`config.mk`:
```
export PLATFORM = sky130hd
export DESIGN_NAME = sedt_out_skid
export DESIGN_NICKNAME = d
export VERILOG_FILES = /design/src/rtl/sedt_pkg.sv /design/src/rtl/sedt_out_skid.sv
export SDC_FILE = /design/constraint.sdc
export NUM_CORES = 1
export LEC_CHECK = 0
export BUFFER_PORTS_ARGS = -buffer_cell sky130_fd_sc_hd__buf_2
export CORE_MARGIN = 4
export CORE_UTILIZATION = 30
export CTS_CLUSTER_SIZE = 24
export DETAILED_ROUTE_END_ITERATION = 12
export HOLD_SLACK_MARGIN = 0.12
export PLACE_DENSITY = 0.51
export SYNTH_ARGS = -nofsm -noshare
export SYNTH_HDL_FRONTEND = slang
export SYNTH_SLANG_ARGS = --single-unit
```
`constraint.sdc`:
```
create_clock -name i_clk -period 2.8 [get_ports i_clk]
set_clock_uncertainty 0.15 [all_clocks]
set_input_delay 0.56 -clock i_clk [delete_from_list [all_inputs] [get_ports i_clk]]
set_output_delay 0.56 -clock i_clk [all_outputs]
set_load 0.01 [all_outputs]
```
`src/rtl/sedt_pkg.sv`:
```
// sedt_pkg: shared types and constants of the sobel edge threshold unit
// payload structs, window type, register indexes and reset values
// no dependencies
package sedt_pkg;

    localparam int PIX_W     = 8;
    localparam int COORD_W   = 10;
    localparam int CFG_W     = 11;
    localparam int CFG_IDX_W = 2;
    localparam int MIN_DIM   = 3;

    // gradient arithmetic widths
    localparam int SUM_W    = 10;   // weighted column or row sum, max 1020
    localparam int SQ_W     = 2 * SUM_W;
    localparam int MAG_W    = SQ_W + 1;
    localparam int THR_SQ_W = 2 * CFG_W;

    // configuration register indexes
    localparam logic [CFG_IDX_W-1:0] CFG_FRAME_WIDTH    = 2'd0;
    localparam logic [CFG_IDX_W-1:0] CFG_FRAME_HEIGHT   = 2'd1;
    localparam logic [CFG_IDX_W-1:0] CFG_EDGE_THRESHOLD = 2'd2;

    localparam logic [CFG_W-1:0] RST_FRAME_WIDTH    = 11'd640;
    localparam logic [CFG_W-1:0] RST_FRAME_HEIGHT   = 11'd480;
    localparam logic [CFG_W-1:0] RST_EDGE_THRESHOLD = 11'd255;

    typedef struct packed {
        logic [PIX_W-1:0] pixel;
        logic             frame_start;
    } t_pix_in;

    typedef struct packed {
        logic               edge_res;
        logic [COORD_W-1:0] out_col;
        logic [COORD_W-1:0] out_row;
        logic               last_of_frame;
    } t_edge_out;

    // per-pixel position info carried alongside the data
    typedef struct packed {
        logic               has_res;
        logic [COORD_W-1:0] out_col;
        logic [COORD_W-1:0] out_row;
        logic               last;
    } t_res_meta;

    // 3x3 window, entry r*3+c, column 2 is the newest
    typedef logic [8:0][PIX_W-1:0] t_win;

endpackage

```
`src/rtl/sedt_out_skid.sv`:
```
// sedt_out_skid: output register plus one skid entry
// pipeline advance is a registered signal, not the downstream ready
// depends on sedt_pkg
module sedt_out_skid (
    input  logic                i_clk,
    input  logic                i_rst_n,
    input  logic                i_push,
    input  sedt_pkg::t_edge_out i_data,
    output logic                o_ready,
    output logic                o_valid,
    input  logic                i_ready,
    output sedt_pkg::t_edge_out o_data
);

    logic                r_out_valid, n_out_valid;
    logic                r_skd_valid, n_skd_valid;
    sedt_pkg::t_edge_out r_out, n_out, r_skd, n_skd;
    logic                w_pop;

    assign w_pop = r_out_valid && i_ready;

    always_comb begin
        n_out_valid = r_out_valid;
        n_skd_valid = r_skd_valid;
        n_out       = r_out;
        n_skd       = r_skd;
        if (r_skd_valid) begin
            if (w_pop) begin
                n_out       = r_skd;
                n_skd_valid = 1'b0;
            end
        end else if (i_push) begin
            if (!r_out_valid || w_pop) begin
                n_out       = i_data;
                n_out_valid = 1'b1;
            end else begin
                n_skd       = i_data;
                n_skd_valid = 1'b1;
            end
        end else if (w_pop) begin
            n_out_valid = 1'b0;
        end
    end

    always_ff @(posedge i_clk) begin
        r_out <= n_out;
        r_skd <= n_skd;
    end

    always_ff @(posedge i_clk) begin
        if (!i_rst_n) begin
            r_out_valid <= 1'b0;
            r_skd_valid <= 1'b0;
        end else begin
            r_out_valid <= n_out_valid;
            r_skd_valid <= n_skd_valid;
        end
    end

    assign o_ready = !r_skd_valid;
    assign o_valid = r_out_valid;
    assign o_data  = r_out;

endmodule

```
==> flow_summary.yaml <==
place:
  dp_cells: 205
  portBuffers: 49
  place.gp.congestion: 0.6877
  dp_hpwl_um: 2201
  pre_cts_slack_ps: 798.9
route:
  wirelength_um: 3063
  num_vias: 897
  drtAntennaViolNets: 0
  drtPass1Iterations: 4
  wire_per_inst_um: 14.38
  routed_via_density: 4.211
  dr.first_iter.drc_count: 53
  drc: 0
power:
  power.density_nw_per_um2: 683.0
  p_int_mw: 1.233
  seq_power_share_pct: 53.0
  pwr-share-clk_pct: 37.1
  sw_frac_of_total_pct: 19.68
  p_leak_nw: 0.8751
  p_switching_mw: 0.3021
  vdd_drop_max_v: 0.0003229
  pwr-share-comb_pct: 9.9
die:
  die_area_sq_um: 7291
  row_count: 27
  fp.dieW_um: 85.39
  ioPinCount: 50
  core_area_sq_um: 5642
  initial_core_util_pct: 31.85
  die_h_um: 85.39
worst_setup_path:
  path_class: "register to register"
  end_kind: "register"
  critical_path_peak_fanout: 13
  arrival_ps: 1580
  crit_path_start_kind: "register"
  worstPathRequired_ps: 2640
sta:
  layout_min_cycle_time_ps: 1743
  setup_ws_ps: 1057
  tightest_slew_ps: 470.2
  drv_slew: 0
  finalCritPeriodShare_pct: 62.25
  rsz0062_at_grt: "false"
  final-setup-viol-count: 0
  setup_tns_ps: 0
  hold_viol_final: 0
  fmaxAchievable_ghz: 0.5737
  maxSlewHeadroom_pct: 68.66
synthesis:
  synth.area.top_cells: "edfxtp_1 74%, mux2_4 14%, mux2_2 3.1%"
  yosysTopAreaCell: "edfxtp_1"
  syn_nets: 109
  yosys.cell_types.count: 15
  syn_inst: 83
  yosys_warnings: 0
  avgSynthCellArea_sq_um: 21.65
  ys_seq_area_share_pct: 75.77
  ys_ff_latch: 46
  synth_top_area_share_pct: 73.54
  syn_area_sq_um: 1797
global_route:
  grtUsageTotal_pct: 8.614
  grt_pass1_vias: 953
  gr-total-overflow: 0
  grt_first_pass_wirelength_um: 4830
  antenna_found_initial: 0
  grt_max_degree: 27
finish:
  final_common_cell: "buf_2"
  drive_gt1_share_pct: 59.57
  n_antenna_cell: 0
  nets: 166
  fin_cells: 213
  fin_util_pct: 39.83
  final_cell_mix: "49 x buf_2, 44 x edfxtp_1, 17 x mux2_4, 5 x mux2_2, 5 x clkbuf_8"
  area_growth_pct: 25.07
clock_tree:
  hold_buffers: 0
  cts-buffers-inserted: 5
  postCtsSetupRepairBufs: 0
  numClockSinks: 46
  htreeDepth: 2
  clockRootBuffer: "clkbuf_8"
  clkTransAtPathRegs_ps: 90
  cts_tree: "done"
  ctsResizeCount: 0
  cts_buffer_depth: 2
  clk_latency_ps: 290
min_path:
  hp-class: "input port to register"
job:
  cap_violations: 0
outcome:
  status: "finished, final reports clean"
-- synth_stat cells --
master and n:
a211oi_1 1, a21oi_1 2, and2b_2 1, and4_1 1, buf_12 2, buf_6 1
dfxtp_1 2, edfxtp_1 44, inv_1 3, mux2_2 5, mux2_4 17, mux2i_1 1
nand2_1 1, nand3b_1 1, o21ai_0 1
-- flip-flops by register name, indices dropped and copies added, names as in the netlist --
| register | flops |
|---|---|
| o_data | 22 |
| o_valid | 1 |
| r_skd | 22 |
| r_skd_valid | 1 |
-- stage by stage --
stage	hold slack, ps	total power [mW]	instance area, sq um
floorplan	373.1	0.9227	1797
global placement	367.3	0.9812	2115
detailed placement	386.1	0.9842	2115
CTS	290.5	1.554	2247
global route	278.9	1.598	2247
finish	300.4	1.535	2247
-- worst max-delay path, cell delays in order, from the launching register on --
cell,delay [ps]
dfxtp_1,450
and4_1,530
buf_4,300
-- cell type report --
cell class              instances  area [sq um]
well taps                      72         90.09
clock buffers                   5         68.82
multi-input cells              31         376.6
flip-flops and latches         46          1361
fillers                       519          3395
inverters                       3         11.26
clock inverters                 3         63.81
repair buffers                 53         275.3
-- power by group through the flow --
| stage | clock, mW | sequential (mW) | combinational [mW] |
|---|---|---|---|
| global route | 0.615 | 0.817 | 0.166 |
| global placement | 0 | 0.828 | 0.153 |
| finish | 0.569 | 0.813 | 0.152 |
| CTS | 0.584 | 0.814 | 0.156 |
| floorplan | 0 | 0.846 | 0.0762 |
| detailed placement | 0 | 0.829 | 0.155 |
-- cell families (layout without fill, tap and decap cells) --
kind of cell,Yosys count,count (layout),share of synthesized area [%]
compound gates,4,4,1.253
buf+inv,6,64,3.482
flops,46,46,75.77
mux,23,23,17.90
simple gates,4,4,1.602
-- metal layers --
metal  GRT usage, %  wire length [um]  vias up
li1               -                 -      436
met1          11.42              1460      422
met2          12.71              1335       37
met3          3.786               259        2
met4          2.590                 8        0
met5              0                 0        -
-- final timing paths --
check	start	endpoint	slack, ps	cells after the start
max	o_valid$_SDFFE_PN0P_	r_skd[1]$_DFFE_PP_	1060	2
min	i_data[14]	r_skd[14]$_DFFE_PP_	300	1
max reg2reg	o_valid$_SDFFE_PN0P_	r_skd[1]$_DFFE_PP_	1060	2
min reg2reg	r_skd[19]$_DFFE_PP_	o_data[19]$_DFFE_PP_	400	1
No activity file was read; power rests on OpenSTA's default activity.
