### config.mk
export PLATFORM = sky130hd
export DESIGN_NAME = sedt_pos_ctrl
export DESIGN_NICKNAME = d
export VERILOG_FILES = /design/src/rtl/sedt_pkg.sv /design/src/rtl/sedt_pos_ctrl.sv
export SDC_FILE = /design/constraint.sdc
export NUM_CORES = 1
export LEC_CHECK = 0
export ABC_AREA = 1
export BUFFER_PORTS_ARGS = -buffer_cell sky130_fd_sc_hd__buf_2
export CORE_ASPECT_RATIO = 1.25
export CORE_UTILIZATION = 40
export DETAILED_ROUTE_END_ITERATION = 16
export SLEW_MARGIN = 20
export SYNTH_ARGS = -nofsm -noshare
export SYNTH_HDL_FRONTEND = slang
export SYNTH_SLANG_ARGS = --single-unit
### constraint.sdc
create_clock -name i_clk -period 10.3 [get_ports i_clk]
set_input_delay 2.575 -clock i_clk [delete_from_list [all_inputs] [get_ports i_clk]]
set_output_delay 2.575 -clock i_clk [all_outputs]
set_load 0.01 [all_outputs]
### src/rtl/sedt_pkg.sv
// sedt_pkg: shared types and constants of the sobel edge threshold unit
// payload structs, window type, register indexes and reset values
// no dependencies
package sedt_pkg;

    localparam int PIX_W     = 8;
    localparam int COORD_W   = 10;
    localparam int CFG_W     = 11;
    localparam int CFG_IDX_W = 2;
    localparam int MIN_DIM   = 3;

    // gradient arithmetic widths
    localparam int SUM_W    = 10;   // weighted column or row sum, max 1020
    localparam int SQ_W     = 2 * SUM_W;
    localparam int MAG_W    = SQ_W + 1;
    localparam int THR_SQ_W = 2 * CFG_W;

    // configuration register indexes
    localparam logic [CFG_IDX_W-1:0] CFG_FRAME_WIDTH    = 2'd0;
    localparam logic [CFG_IDX_W-1:0] CFG_FRAME_HEIGHT   = 2'd1;
    localparam logic [CFG_IDX_W-1:0] CFG_EDGE_THRESHOLD = 2'd2;

    localparam logic [CFG_W-1:0] RST_FRAME_WIDTH    = 11'd640;
    localparam logic [CFG_W-1:0] RST_FRAME_HEIGHT   = 11'd480;
    localparam logic [CFG_W-1:0] RST_EDGE_THRESHOLD = 11'd255;

    typedef struct packed {
        logic [PIX_W-1:0] pixel;
        logic             frame_start;
    } t_pix_in;

    typedef struct packed {
        logic               edge_res;
        logic [COORD_W-1:0] out_col;
        logic [COORD_W-1:0] out_row;
        logic               last_of_frame;
    } t_edge_out;

    // per-pixel position info carried alongside the data
    typedef struct packed {
        logic               has_res;
        logic [COORD_W-1:0] out_col;
        logic [COORD_W-1:0] out_row;
        logic               last;
    } t_res_meta;

    // 3x3 window, entry r*3+c, column 2 is the newest
    typedef logic [8:0][PIX_W-1:0] t_win;

endpackage

### src/rtl/sedt_pos_ctrl.sv
// sedt_pos_ctrl: raster column and row counters with dimension clamping
// produces the line store index and result position of each pixel
// depends on sedt_pkg
module sedt_pos_ctrl #(
    parameter int MAX_WIDTH  = 1024,
    parameter int MAX_HEIGHT = 1024,
    localparam int CW = $clog2(MAX_WIDTH),
    localparam int RW = $clog2(MAX_HEIGHT)
) (
    input  logic                       i_clk,
    input  logic                       i_rst_n,
    input  logic                       i_step,
    input  logic                       i_frame_start,
    input  logic [sedt_pkg::CFG_W-1:0] i_frame_width,
    input  logic [sedt_pkg::CFG_W-1:0] i_frame_height,
    output logic [CW-1:0]              o_idx,
    output sedt_pkg::t_res_meta        o_meta
);

    localparam int XW = (CW + 1 > sedt_pkg::CFG_W) ? CW + 1 : sedt_pkg::CFG_W;
    localparam int YW = (RW + 1 > sedt_pkg::CFG_W) ? RW + 1 : sedt_pkg::CFG_W;

    logic [CW-1:0] r_col, n_col, w_col, w_last_col;
    logic [RW-1:0] r_row, n_row, w_row, w_last_row;
    logic [XW-1:0] w_fw_x;
    logic [YW-1:0] w_fh_x;
    logic          w_is_last_col, w_is_last_row;

    always_comb begin
        w_col  = i_frame_start ? '0 : r_col;
        w_row  = i_frame_start ? '0 : r_row;
        w_fw_x = XW'(i_frame_width);
        w_fh_x = YW'(i_frame_height);

        // last position index of each dimension after clamping
        if (w_fw_x < XW'(sedt_pkg::MIN_DIM)) begin
            w_last_col = CW'(sedt_pkg::MIN_DIM - 1);
        end else if (w_fw_x > XW'(MAX_WIDTH)) begin
            w_last_col = CW'(MAX_WIDTH - 1);
        end else begin
            w_last_col = CW'(w_fw_x - XW'(1));
        end
        if (w_fh_x < YW'(sedt_pkg::MIN_DIM)) begin
            w_last_row = RW'(sedt_pkg::MIN_DIM - 1);
        end else if (w_fh_x > YW'(MAX_HEIGHT)) begin
            w_last_row = RW'(MAX_HEIGHT - 1);
        end else begin
            w_last_row = RW'(w_fh_x - YW'(1));
        end

        // a counter past a shrunk dimension counts as the last position
        w_is_last_col = (w_col >= w_last_col);
        w_is_last_row = (w_row >= w_last_row);

        n_col = r_col;
        n_row = r_row;
        if (i_step) begin
            if (w_is_last_col) begin
                n_col = '0;
                n_row = w_is_last_row ? '0 : w_row + RW'(1);
            end else begin
                n_col = w_col + CW'(1);
                n_row = w_row;
            end
        end

        o_idx           = w_col;
        o_meta.has_res  = (w_col >= CW'(2)) && (w_row >= RW'(2));
        o_meta.out_col  = sedt_pkg::COORD_W'(w_col - CW'(2));
        o_meta.out_row  = sedt_pkg::COORD_W'(w_row - RW'(2));
        o_meta.last     = w_is_last_col && w_is_last_row;
    end

    always_ff @(posedge i_clk) begin
        if (!i_rst_n) begin
            r_col <= '0;
            r_row <= '0;
        end else begin
            r_col <= n_col;
            r_row <= n_row;
        end
    end

endmodule

==> flow_summary.toml <==
[outcome]
run_status = "complete, no violations"

[global_routing]
antenna_found_initial = 0
grt_usage_pct = 19.69
grt_max_degree = 21
grt_pass1_wl_um = 11500
grt_pass1_vias = 2654
grt_overflow = 0

[timing]
rsz0062_at_grt = "no"
fmax_mhz = 129.3
setup_ws_ns = 2.568
setup_viol = 0
slew_violations = 0
fin_crit_ns = 7.732
max_slew.worst_pin.slew_ns = 0.7191
finalSetupTns_ns = 0
maxSlewHeadroom_pct = 52.01
hold_viol = 0
fin_crit_sh_pct = 75.06
clock_skew_ns = 0.004773

[pwr]
power.total_mw = 0.1960
leakage_nw = 1.767
seqPwrFrac_pct = 39.8
combPwrFrac_pct = 19.0
p_clk_share_pct = 41.3
ir_worst_vdd_mv = 0.06576
p_sw_mw = 0.05312
cellPowerDensity_nw_per_um2 = 61.91
p_int_mw = 0.1428
swShare_pct = 27.11

[setup_path]
criticalPathCategory = "in2out"
crit_path_max_fanout = 19
r2r-start = "r_col[4]$_SDFFE_PN0P_"
critPathRequiredTime_ns = 7.73
critical_path.startpoint = "i_frame_width[0]"
reg2reg_to = "r_row[3]$_SDFFE_PN0P_"
end_kind = "output port"
startpoint_type = "input port"
arrival_ns = 5.16
r2r_slack_ns = 8.00
reg2regPathDepth = 14

[finish]
nNetsFinal = 560
n_fill_cell = 733
layout_common_cells = "139 x nand2_1, 60 x inv_1, 57 x buf_2"
drive_gt1_share_pct = 19.88
fin_cells = 590
area_delta_synth_final_pct = 15.05
diodes = 0
utilization_pct = 47.92
multi_input_area_um2 = 2038
seqCellArea_um2 = 400.4
final_common_cell = "nand2_1"

[detailed_routing]
drtPass1Iterations = 4
drt_iter0_markers = 108
wl_um = 6940
vias_per_cell = 4.834
via_count = 2852
wl_per_cell_um = 11.76
ant_nets = 0
drc_errors = 0

[clocking]
clock_path_buffers = 2
post_cts_buffers = 0
cts_tree = "built"
cts_resized = 0
htree_levels = 1
clk_latency_ns = 0.26
hold_buffers = 0
cts_root_buf = "clkbuf_8"
numCtsBuffers = 3
clkSinkCount = 20
clk_pin_slew_worst_paths_ns = 0.08

[synthesis]
synthArstFlopShare_pct = 0
ys_seq_elements = 20
synth_edf_count = 0
syn_nets = 505
yosys_warnings = 0
seq_area_frac_synth_pct = 14.55
synth_ff_type = "dfxtp_1"
synth_area_um2 = 2751
ys_types = 36
avgSynthCellArea_um2 = 6.128
synthCells = 449

[floorplanning]
ioPinCount = 58
die-height_um = 94.73
core_area_um2 = 6606
rows = 33
die_w_um = 76.18
die-area_um2 = 7216
initial_core_util_pct = 41.65

[placed_design]
place_ws_ns = 2.570
portBuffers = 57
dp.cells = 586
dp_hpwl_um = 5641
routabilityCongestion = 0.8328

[run]
maxCapViolations = 0

[hold_path]
holdPathStages = 2
hold_path.class = "reg2reg"
min_from = "r_col[8]$_SDFFE_PN0P_"
whs_endpoint = "r_col[8]$_SDFFE_PN0P_"
-- logic make-up (layout without fill, tap and decap cells) --
group	Yosys count	after routing	share of synthesized area (%)
and+or+nand+nor	252	252	42.84
adders and majority gates	30	30	13.64
buffers and inverters	76	130	11.37
DFF	20	20	14.55
AOI/OAI and AO/OA	50	50	10.91
xor gates and xnor gates	21	21	6.685
-- sequential cells by signal (all words and copies together), names as in the netlist --
register and count:
r_row 10, r_col 10
-- through the flow --
stage	instance area [um2]	hold WS, ns
3_5_place_dp	3094	0.4560
4_1_cts	3166	0.4702
2_1_floorplan	2751	0.4445
5_1_grt	3166	0.4934
3_3_place_gp	3094	0.4520
6_report	3166	0.4675
-- cell usage after synthesis (2+ instances only) --
library cell    n  area share (%)
nand4_1         5             1.1
nand2_1       139              19
inv_1          60             8.2
xor2_1         17             5.4
nor2_2          5             1.1
nand2_2         3            0.68
nand2_4         5             2.0
dfxtp_1        20              15
nor3_1          9             1.6
nor2_1         42             5.7
clkbuf_1        3            0.41
xnor2_1         4             1.3
a21o_1          2            0.55
nor2_4          2            0.82
or2_2           2            0.45
nor3_2          5             1.8
o31ai_1         8             2.2
nor3_4          2             1.2
ha_1           30              14
buf_4           2            0.55
nand3_1        26             4.7
o21ai_0        11             2.0
inv_2           8             1.1
a21oi_1        25             4.5
nand3b_1        3            0.82
-- routing by layer --
layer  track usage, %  share of wire [%]  vias up
met5                0                  0        -
met4            5.609                1.1        0
met3            1.739                3.0        6
met2            39.85                 53       55
met1            21.71                 42     1249
li1                 -                  -     1542
-- worst max-delay path: stages --
cell and delay, ns:
buf_2 0.11, inv_1 0.06, ha_1 0.16, inv_1 0.04, nor2_1 0.15, nand2_1 0.12
nor3_2 0.22, a31oi_2 0.22, o31ai_1 0.24, ha_1 0.28, nand2_1 0.07, nand2_1 0.04
nand2_1 0.05, nand2_1 0.05, nand2_1 0.16, nand3_4 0.23, nand2_1 0.17, inv_1 0.05
buf_2 0.13
-- power groups by stage --
stage | sequential [mW] | clock, mW | combinational (mW)
after detailed placement | 0.0797 | 0 | 0.0376
after global routing | 0.0780 | 0.0864 | 0.0428
after CTS | 0.0779 | 0.0838 | 0.0377
after floorplan | 0.0797 | 0 | 0.0246
final | 0.0779 | 0.0809 | 0.0372
after global placement | 0.0797 | 0 | 0.0370
-- worst max-delay path by stage --
| stage | to | cells past startpoint | slack (ns) |
|---|---|---|---|
| 3_5_place_dp | o_meta[0] | 19 | 2.57 |
| 4_1_cts | o_meta[0] | 19 | 2.57 |
| 3_3_place_gp | o_meta[0] | 17 | 2.65 |
| 5_1_grt | o_meta[0] | 19 | 2.19 |
| 6_report | o_meta[0] | 19 | 2.57 |
| 2_1_floorplan | o_meta[0] | 17 | 3.17 |
-- layout make-up --
class,count,area share (%)
clock buffers,3,1.304
inverters,69,8.261
well taps,87,3.439
multi-input cells,353,64.39
flip-flops and latches,20,12.65
clock inverters,1,0.9486
repair buffers,57,9.012
(Power assumes the default switching activity.)
