$ cat config.mk
export PLATFORM = sky130hd
export DESIGN_NAME = sedt_grad
export DESIGN_NICKNAME = d
export VERILOG_FILES = /design/src/rtl/sedt_pkg.sv /design/src/rtl/sedt_grad.sv
export SDC_FILE = /design/constraint.sdc
export NUM_CORES = 1
export LEC_CHECK = 0
export BUFFER_PORTS_ARGS = -buffer_cell sky130_fd_sc_hd__buf_4
export CAP_MARGIN = 10
export CORE_ASPECT_RATIO = 1.1
export CORE_MARGIN = 3
export CORE_UTILIZATION = 45
export DETAILED_ROUTE_END_ITERATION = 16
export GPL_ROUTABILITY_DRIVEN = 0
export PLACE_DENSITY = 0.65
export SETUP_SLACK_MARGIN = 0.15
export SLEW_MARGIN = 20
export SYNTH_ARGS = -nofsm -noshare
export SYNTH_HDL_FRONTEND = slang
export SYNTH_SLANG_ARGS = --single-unit
export TNS_END_PERCENT = 5
$ cat constraint.sdc
create_clock -name i_clk -period 5.42 [get_ports i_clk]
set_input_delay 0.542 -clock i_clk [delete_from_list [all_inputs] [get_ports i_clk]]
set_output_delay 0.542 -clock i_clk [all_outputs]
set_load 0.05 [all_outputs]
$ cat src/rtl/sedt_pkg.sv
// sedt_pkg: shared types and constants of the sobel edge threshold unit
// payload structs, window type, register indexes and reset values
// no dependencies
package sedt_pkg;

    localparam int PIX_W     = 8;
    localparam int COORD_W   = 10;
    localparam int CFG_W     = 11;
    localparam int CFG_IDX_W = 2;
    localparam int MIN_DIM   = 3;

    // gradient arithmetic widths
    localparam int SUM_W    = 10;   // weighted column or row sum, max 1020
    localparam int SQ_W     = 2 * SUM_W;
    localparam int MAG_W    = SQ_W + 1;
    localparam int THR_SQ_W = 2 * CFG_W;

    // configuration register indexes
    localparam logic [CFG_IDX_W-1:0] CFG_FRAME_WIDTH    = 2'd0;
    localparam logic [CFG_IDX_W-1:0] CFG_FRAME_HEIGHT   = 2'd1;
    localparam logic [CFG_IDX_W-1:0] CFG_EDGE_THRESHOLD = 2'd2;

    localparam logic [CFG_W-1:0] RST_FRAME_WIDTH    = 11'd640;
    localparam logic [CFG_W-1:0] RST_FRAME_HEIGHT   = 11'd480;
    localparam logic [CFG_W-1:0] RST_EDGE_THRESHOLD = 11'd255;

    typedef struct packed {
        logic [PIX_W-1:0] pixel;
        logic             frame_start;
    } t_pix_in;

    typedef struct packed {
        logic               edge_res;
        logic [COORD_W-1:0] out_col;
        logic [COORD_W-1:0] out_row;
        logic               last_of_frame;
    } t_edge_out;

    // per-pixel position info carried alongside the data
    typedef struct packed {
        logic               has_res;
        logic [COORD_W-1:0] out_col;
        logic [COORD_W-1:0] out_row;
        logic               last;
    } t_res_meta;

    // 3x3 window, entry r*3+c, column 2 is the newest
    typedef logic [8:0][PIX_W-1:0] t_win;

endpackage

$ cat src/rtl/sedt_grad.sv
// sedt_grad: sobel gradients, squared magnitude and threshold compare
// two register stages: absolute gradients, then squares
// depends on sedt_pkg
module sedt_grad (
    input  logic                       i_clk,
    input  logic                       i_rst_n,
    input  logic                       i_en,
    input  logic                       i_valid,
    input  sedt_pkg::t_win             i_win,
    input  sedt_pkg::t_res_meta        i_meta,
    input  logic [sedt_pkg::CFG_W-1:0] i_threshold,
    output logic                       o_valid,
    output sedt_pkg::t_edge_out        o_res
);

    localparam int SW = sedt_pkg::SUM_W;

    logic [SW-1:0] w_gx_pos, w_gx_neg, w_gy_pos, w_gy_neg;
    logic [SW-1:0] w_agx, w_agy;

    logic                           r_s3_valid, r_s4_valid;
    logic [SW-1:0]                  r_agx, r_agy;
    sedt_pkg::t_res_meta            r_s3_meta, r_s4_meta;
    logic [sedt_pkg::SQ_W-1:0]      w_sqx, w_sqy, r_sqx, r_sqy;
    logic [sedt_pkg::THR_SQ_W-1:0]  w_thr_sq, r_thr_sq;
    logic [sedt_pkg::MAG_W-1:0]     w_mag2;

    // x kernel: left column weighted 1 2 1 minus right column
    // y kernel: top row weighted 1 2 1 minus bottom row
    always_comb begin
        w_gx_pos = SW'(i_win[0]) + {1'b0, i_win[3], 1'b0} + SW'(i_win[6]);
        w_gx_neg = SW'(i_win[2]) + {1'b0, i_win[5], 1'b0} + SW'(i_win[8]);
        w_gy_pos = SW'(i_win[0]) + {1'b0, i_win[1], 1'b0} + SW'(i_win[2]);
        w_gy_neg = SW'(i_win[6]) + {1'b0, i_win[7], 1'b0} + SW'(i_win[8]);
        w_agx = (w_gx_pos >= w_gx_neg) ? w_gx_pos - w_gx_neg : w_gx_neg - w_gx_pos;
        w_agy = (w_gy_pos >= w_gy_neg) ? w_gy_pos - w_gy_neg : w_gy_neg - w_gy_pos;
    end

    assign w_sqx    = sedt_pkg::SQ_W'(r_agx) * sedt_pkg::SQ_W'(r_agx);
    assign w_sqy    = sedt_pkg::SQ_W'(r_agy) * sedt_pkg::SQ_W'(r_agy);
    assign w_thr_sq = sedt_pkg::THR_SQ_W'(i_threshold) * sedt_pkg::THR_SQ_W'(i_threshold);
    assign w_mag2   = {1'b0, r_sqx} + {1'b0, r_sqy};

    always_ff @(posedge i_clk) begin
        r_thr_sq <= w_thr_sq;
        if (i_en) begin
            r_agx     <= w_agx;
            r_agy     <= w_agy;
            r_s3_meta <= i_meta;
            r_sqx     <= w_sqx;
            r_sqy     <= w_sqy;
            r_s4_meta <= r_s3_meta;
        end
    end

    always_ff @(posedge i_clk) begin
        if (!i_rst_n) begin
            r_s3_valid <= 1'b0;
            r_s4_valid <= 1'b0;
        end else if (i_en) begin
            r_s3_valid <= i_valid;
            r_s4_valid <= r_s3_valid;
        end
    end

    always_comb begin
        o_res.edge_res      = ({1'b0, w_mag2} > r_thr_sq);
        o_res.out_col       = r_s4_meta.out_col;
        o_res.out_row       = r_s4_meta.out_row;
        o_res.last_of_frame = r_s4_meta.last;
    end

    assign o_valid = r_s4_valid;

endmodule

==> results of run 1 <==
==> metal layers <==
metal,routed length (um),global-route usage,vias to the layer above
met5,0,0,-
met4,449,0.0357,0
met3,936,0.0206,39
met2,16300,0.312,183
met1,13800,0.207,5551
li1,-,-,5776
==> stage by stage <==
step	cell area, sq um	instances	worst slack [ns]	hold WS, ns	util
floorplan	16600	1678	0.242	0.400	-
global placement	18200	2274	0.114	0.400	0.502
detailed placement	18200	2274	0.0539	0.405	0.502
CTS	18800	2306	0.180	0.276	0.519
global route	18900	2312	0.121	0.280	0.522
finish	18900	2312	0.345	0.296	0.522
==> state kept, by name, indices dropped and copies added (netlist names) <==
signal	count
r_agy	10
r_s3_meta	21
o_res	21
r_sqx	19
r_thr_sq	21
r_agx	10
r_s3_valid	1
o_valid	1
r_sqy	19
==> worst max path at each step <==
stage               cells past startpoint  slack [ns]                    to
floorplan                              20        0.24  r_thr_sq[20]$_DFF_P_
global placement                       20        0.11  r_thr_sq[20]$_DFF_P_
detailed placement                     20        0.05  r_thr_sq[20]$_DFF_P_
CTS                                    18        0.18   r_sqy[17]$_DFFE_PP_
global route                           17        0.12   r_sqy[18]$_DFFE_PP_
finish                                 17        0.35   r_sqy[16]$_DFFE_PP_
==> worst reg2reg max path: cells and delay by family, from the launching register on <==
kind / cells / cell delay (ns)
AND/OR/NAND/NOR: 5 / 0.83
AO/OA/AOI/OAI: 2 / 0.27
flip-flops: 1 / 0.53
buffers and inverters: 3 / 0.26
XOR/XNOR: 1 / 0.14
adder cells (fa/ha/maj): 6 / 2.80
==> cell families after synthesis <==
| group | share of synthesized area |
|---|---|
| AND/OR/NAND/NOR | 0.102 |
| XOR/XNOR | 0.0638 |
| AO/OA/AOI/OAI | 0.102 |
| multiplexers | 0.0118 |
| flip-flops | 0.209 |
| buffers and inverters | 0.0820 |
| adder cells (fa/ha/maj) | 0.430 |
==> cell type report <==
cell class / count / area [sq um] / share of cell area
tap: 487 / 609 / 0.0322
timing repair buffer: 154 / 1160 / 0.0615
multi-input combinational: 1194 / 11900 / 0.627
clock inverter: 15 / 189 / 0.00998
inverter: 322 / 1210 / 0.0639
clock buffer: 17 / 425 / 0.0225
sequential: 123 / 3460 / 0.183
==> placed cells by master, fill, tap and decap left out, types with 15 or more instances in the layout <==
| cell | synthesis | layout |
|---|---|---|
| xnor2_1 | 79 | 79 |
| dfxtp_1 | 23 | 23 |
| o21ai_1 | 16 | 16 |
| ha_1 | 260 | 256 |
| a21o_1 | 36 | 36 |
| inv_1 | 322 | 322 |
| o21bai_1 | 20 | 20 |
| mux2i_1 | 15 | 15 |
| nor2b_1 | 30 | 30 |
| a21oi_1 | 99 | 97 |
| fa_1 | 194 | 194 |
| o21ai_0 | 35 | 35 |
| nand3_1 | 16 | 16 |
| buf_4 | 1 | 152 |
| nor2_1 | 46 | 46 |
| clkbuf_16 | 0 | 17 |
| and2_1 | 74 | 73 |
| edfxtp_1 | 100 | 100 |
| nor3_1 | 15 | 15 |
| nand2_1 | 104 | 100 |
| xor2_1 | 42 | 42 |
==> timing repair <==
| action | CTS | global route |
|---|---|---|
| gates resized for setup | 0 | 17 |
| endpoints found under the setup margin | 0 | 9 |
| hold endpoints to repair | 0 | 0 |
| buffers inserted | 0 | 6 |
==> results.json, run 1 <==
{
  "status": "finished, final reports clean",
  "fmax_mhz": 197,
  "synthTopCellsByArea": "fa_1 (23%), ha_1 (20%), edfxtp_1 (18%)",
  "h-tree-depth": 4,
  "hold_viol": 0,
  "hold_depth": 1,
  "synth_flop_cell": "edfxtp_1",
  "viasPerCell": 5.00,
  "reg2reg_to": "r_sqy[16]$_DFFE_PP_",
  "finalMaxSlewViolations": 0,
  "crit_fanout": 6,
  "cts.clk_slew.worst_paths_ns": 0.06,
  "cts.sinks": 123,
  "cpMostUsedCell": "fa_1",
  "r2r_slack_ns": 0.35,
  "drt-pass1-iter-count": 7,
  "path_cells": "and2_4 -> fa_1 -> fa_1 -> inv_1 -> fa_1 -> fa_1 -> inv_1 -> fa_1 -> ha_4 -> nand3_1 -> or3_1 -> a31oi_1 -> buf_4 -> nand4_1 -> nand4b_1 -> a21oi_1 -> xnor2_1",
  "drive_gt1_frac": 0.116,
  "cp-end-kind": "register",
  "synth.avg_cell_area_sq_um": 9.90,
  "place.port_buffers": 122,
  "nFillCells": 3347,
  "worst-path-buf-inv": 3,
  "synthArstFlopShare": 0,
  "wl_per_cell_um": 13.6,
  "synth.distinct_cells": 64,
  "track_usage": 0.167,
  "ys_seq_area_frac": 0.209,
  "antenna_found_initial": 0,
  "synth_edf_count": 100,
  "min_period_ns": 5.07,
  "clk-insertion-delay-late_ns": 0.42,
  "finalSetupTns_ns": 0,
  "yosysTopAreaCell": "fa_1",
  "grt_pass1_vias": 12400,
  "hpwl_um": 27000,
  "gr-total-overflow": 0,
  "ctsHoldBuffers": 0,
  "syn_inst": 1678,
  "cts_root_buffer": "clkbuf_16",
  "crit_required_ns": 5.59,
  "die_area_sq_mm": 0.0393,
  "drtIter0Drc": 431,
  "ant_nets": 0,
  "start_util": 0.458,
  "holdPathEnd": "r_s3_meta[8]$_DFFE_PP_",
  "synth_most_common_cell": "inv_1",
  "tritoncts": "built",
  "yosysTopAreaCellShare": 0.234,
  "clockBufferDepth": 2,
  "cap_viol_max_count": 0,
  "rows": 73,
  "n_antenna_cell": 0,
  "areaGrowthSynthToFinish_pct": 14.0,
  "setup.worst_path.start_class": "register",
  "num_vias": 11500,
  "hp-class": "in2reg",
  "cp_top_family": "adder cells",
  "critPathSlowestCell": "edfxtp_1",
  "crit_path_start": "r_agy[3]$_DFFE_PP_",
  "hp-start": "i_meta[8]",
  "grt_start_max_net_pins": 62,
  "grt_pass1_wl_um": 55400,
  "cp.arrival_ns": 5.24,
  "totalWireLength_um": 31400,
  "setup_viol_count_final": 0,
  "r2r_cells": 17,
  "core_region_area_sq_mm": 0.0363,
  "path_class": "reg2reg",
  "syn_area_sq_mm": 0.0166,
  "maxSlewHeadroom": 0.486,
  "tightest_slew_ns": 0.771,
  "fin_crit_sh": 0.936,
  "mappedNetlistNets": 2241,
  "cp_slowest_stage_delay_ns": 0.53,
  "ys_top_cells_by_count": "inv_1 (322), ha_1 (260), fa_1 (194)",
  "die_h_um": 207,
  "rsz0062_at_grt": "true",
  "ioPinCount": 132,
  "ys_ff_latch": 123,
  "nNetsFinal": 2375,
  "cts_made_buffers": 17,
  "drc": 0,
  "fin_worst_skew_ns": 0.00957,
  "synth_warnings": 0,
  "worstReg2RegStart": "r_agy[3]$_DFFE_PP_",
  "die_width_um": 189
}
Power of run 1 is left out: the tool's default activity adds up to more than one toggle a clock period on the data nets, which glitch-free logic cannot reach.
==> inputs of run 2 (changes only) <==
--- a/config.mk
+++ b/config.mk
@@ -7,7 +7,7 @@
 export LEC_CHECK = 0
 export BUFFER_PORTS_ARGS = -buffer_cell sky130_fd_sc_hd__buf_4
 export CAP_MARGIN = 10
-export CORE_ASPECT_RATIO = 1.1
+export CORE_ASPECT_RATIO = 0.9
 export CORE_MARGIN = 3
 export CORE_UTILIZATION = 45
 export DETAILED_ROUTE_END_ITERATION = 16
==> run 2 against run 1 <==
Final cell count decreased by 0.39%. Die area about the same. Via count about the same. First-iteration DRC count increased by 24%. Fmax increased by 0.55%. Critical path depth decreased by 1. Clock skew increased by 0.0046 ns. Core utilization decreased by 0.18 points. Final area decreased by 0.37%. Routed wire length increased by 1.4%. Critical path type unchanged. Largest cell class unchanged. Highest routed layer unchanged.
==> results.json, run 2 (synthesis gave the netlist of run 1 again) <==
{
  "rows": 66,
  "cp-end-kind": "register",
  "final_util": 0.520,
  "hpwl_um": 27000,
  "rsz0062_at_grt": "true",
  "drtIter0Drc": 534,
  "grt_pass1_vias": 12100,
  "cp.arrival_ns": 5.21,
  "cts_root_buffer": "clkbuf_16",
  "grt_start_max_net_pins": 60,
  "fin_worst_skew_ns": 0.0142,
  "status": "finished, final reports clean",
  "drt-pass1-iter-count": 5,
  "grt_pass1_wl_um": 55900,
  "die_area_sq_mm": 0.0393,
  "setup.worst_path.start_class": "register",
  "num_vias": 11500,
  "track_usage": 0.168,
  "setup_viol_count_final": 0,
  "min_period_ns": 5.05,
  "h-tree-depth": 4,
  "mostFrequentLayoutCell": "inv_1",
  "antenna_found_initial": 0,
  "die_h_um": 188,
  "ant_nets": 0,
  "nNetsFinal": 2377,
  "finalMaxSlewViolations": 0,
  "drc": 0,
  "mostFrequentLayoutCells": "inv_1 (322), ha_1 (259), fa_1 (194)",
  "nFillCells": 3297,
  "drive_gt1_frac": 0.113,
  "totalWireLength_um": 31900,
  "gr-total-overflow": 0,
  "tritoncts": "built",
  "areaGrowthSynthToFinish_pct": 13.5,
  "hold_viol": 0,
  "maxSlewHeadroom": 0.488,
  "n_antenna_cell": 0,
  "clockBufferDepth": 2,
  "fin_crit_sh": 0.931,
  "fmax_mhz": 198,
  "crit_required_ns": 5.58,
  "place.port_buffers": 122,
  "clk-insertion-delay-late_ns": 0.42,
  "crit_fanout": 6,
  "ioPinCount": 132,
  "cap_viol_max_count": 0,
  "path_class": "reg2reg",
  "cts.clk_slew.worst_paths_ns": 0.06,
  "cts.sinks": 123,
  "start_util": 0.458,
  "core_region_area_sq_mm": 0.0363,
  "tightest_slew_ns": 0.768,
  "viasPerCell": 5.01,
  "finalSetupTns_ns": 0,
  "cts_made_buffers": 17,
  "wl_per_cell_um": 13.8,
  "hp-class": "in2reg",
  "die_width_um": 209
}
run 2: cell types whose count changed in the layout (fill, tap and decap cells not counted), sizes merged:
cell / delta
buf: +2
clkbuf: +4
clkinv: -3
bufinv: -1
inv: -3
clkinvlp: +3
run 2: final cells by class:
type / instances / area [sq um] / share of cell area
clock inverters: 11 / 123 / 0.00650
flip-flops and latches: 123 / 3460 / 0.184
clock buffers: 21 / 440 / 0.0234
multi-input cells: 1194 / 11900 / 0.629
inverters: 322 / 1210 / 0.0641
well taps: 476 / 596 / 0.0316
repair buffers: 156 / 1170 / 0.0621
run 2: critical path, cell delays in order (launching register included):
cell and delay (ns):
edfxtp_1 0.46, and2_1 0.21, fa_1 0.51, fa_1 0.52, inv_1 0.06, fa_1 0.50, fa_1 0.49, inv_1 0.05
fa_1 0.45, ha_1 0.39, nand3_1 0.11, or3_1 0.36, a31oi_4 0.20, nand4_1 0.12, nand4b_1 0.15, a21oi_2 0.08
xnor2_1 0.13
run 2: metrics by stage:
stage | instance area (sq um) | hold WS (ns) | instances | setup WS, ns
finish | 18900 | 0.290 | 2303 | 0.373
global route | 18900 | 0.266 | 2303 | 0.0995
CTS | 18700 | 0.267 | 2291 | 0.209
detailed placement | 18100 | 0.405 | 2259 | 0.0391
global placement | 18100 | 0.401 | 2259 | 0.0856
floorplan | 16600 | 0.400 | 1678 | 0.242
run 2: worst paths after layout:
kind	start	to	slack, ns	cells past startpoint
worst max register to register	r_agy[3]$_DFFE_PP_	r_sqy[16]$_DFFE_PP_	0.37	16
worst max-delay path	r_agy[3]$_DFFE_PP_	r_sqy[16]$_DFFE_PP_	0.37	16
worst min-delay path	i_meta[11]	r_s3_meta[11]$_DFFE_PP_	0.29	1
worst min register to register	r_s3_meta[5]$_DFFE_PP_	o_res[5]$_DFFE_PP_	0.42	0
run 2: what timing repair did:
action,4_1_cts,5_1_grt
pin swaps,0,2
gates resized for setup,1,10
hold endpoints to repair,0,0
setup buffers,0,12
setup endpoints to repair,1,10
hold buffers,0,0
run 2: per-layer routing:
layer,GRT usage,part of all wire
met2,0.277,0.46
met4,0.0228,0.0052
met3,0.0261,0.038
met5,0,0
met1,0.242,0.49
Power of run 2 is left out for the same reason.
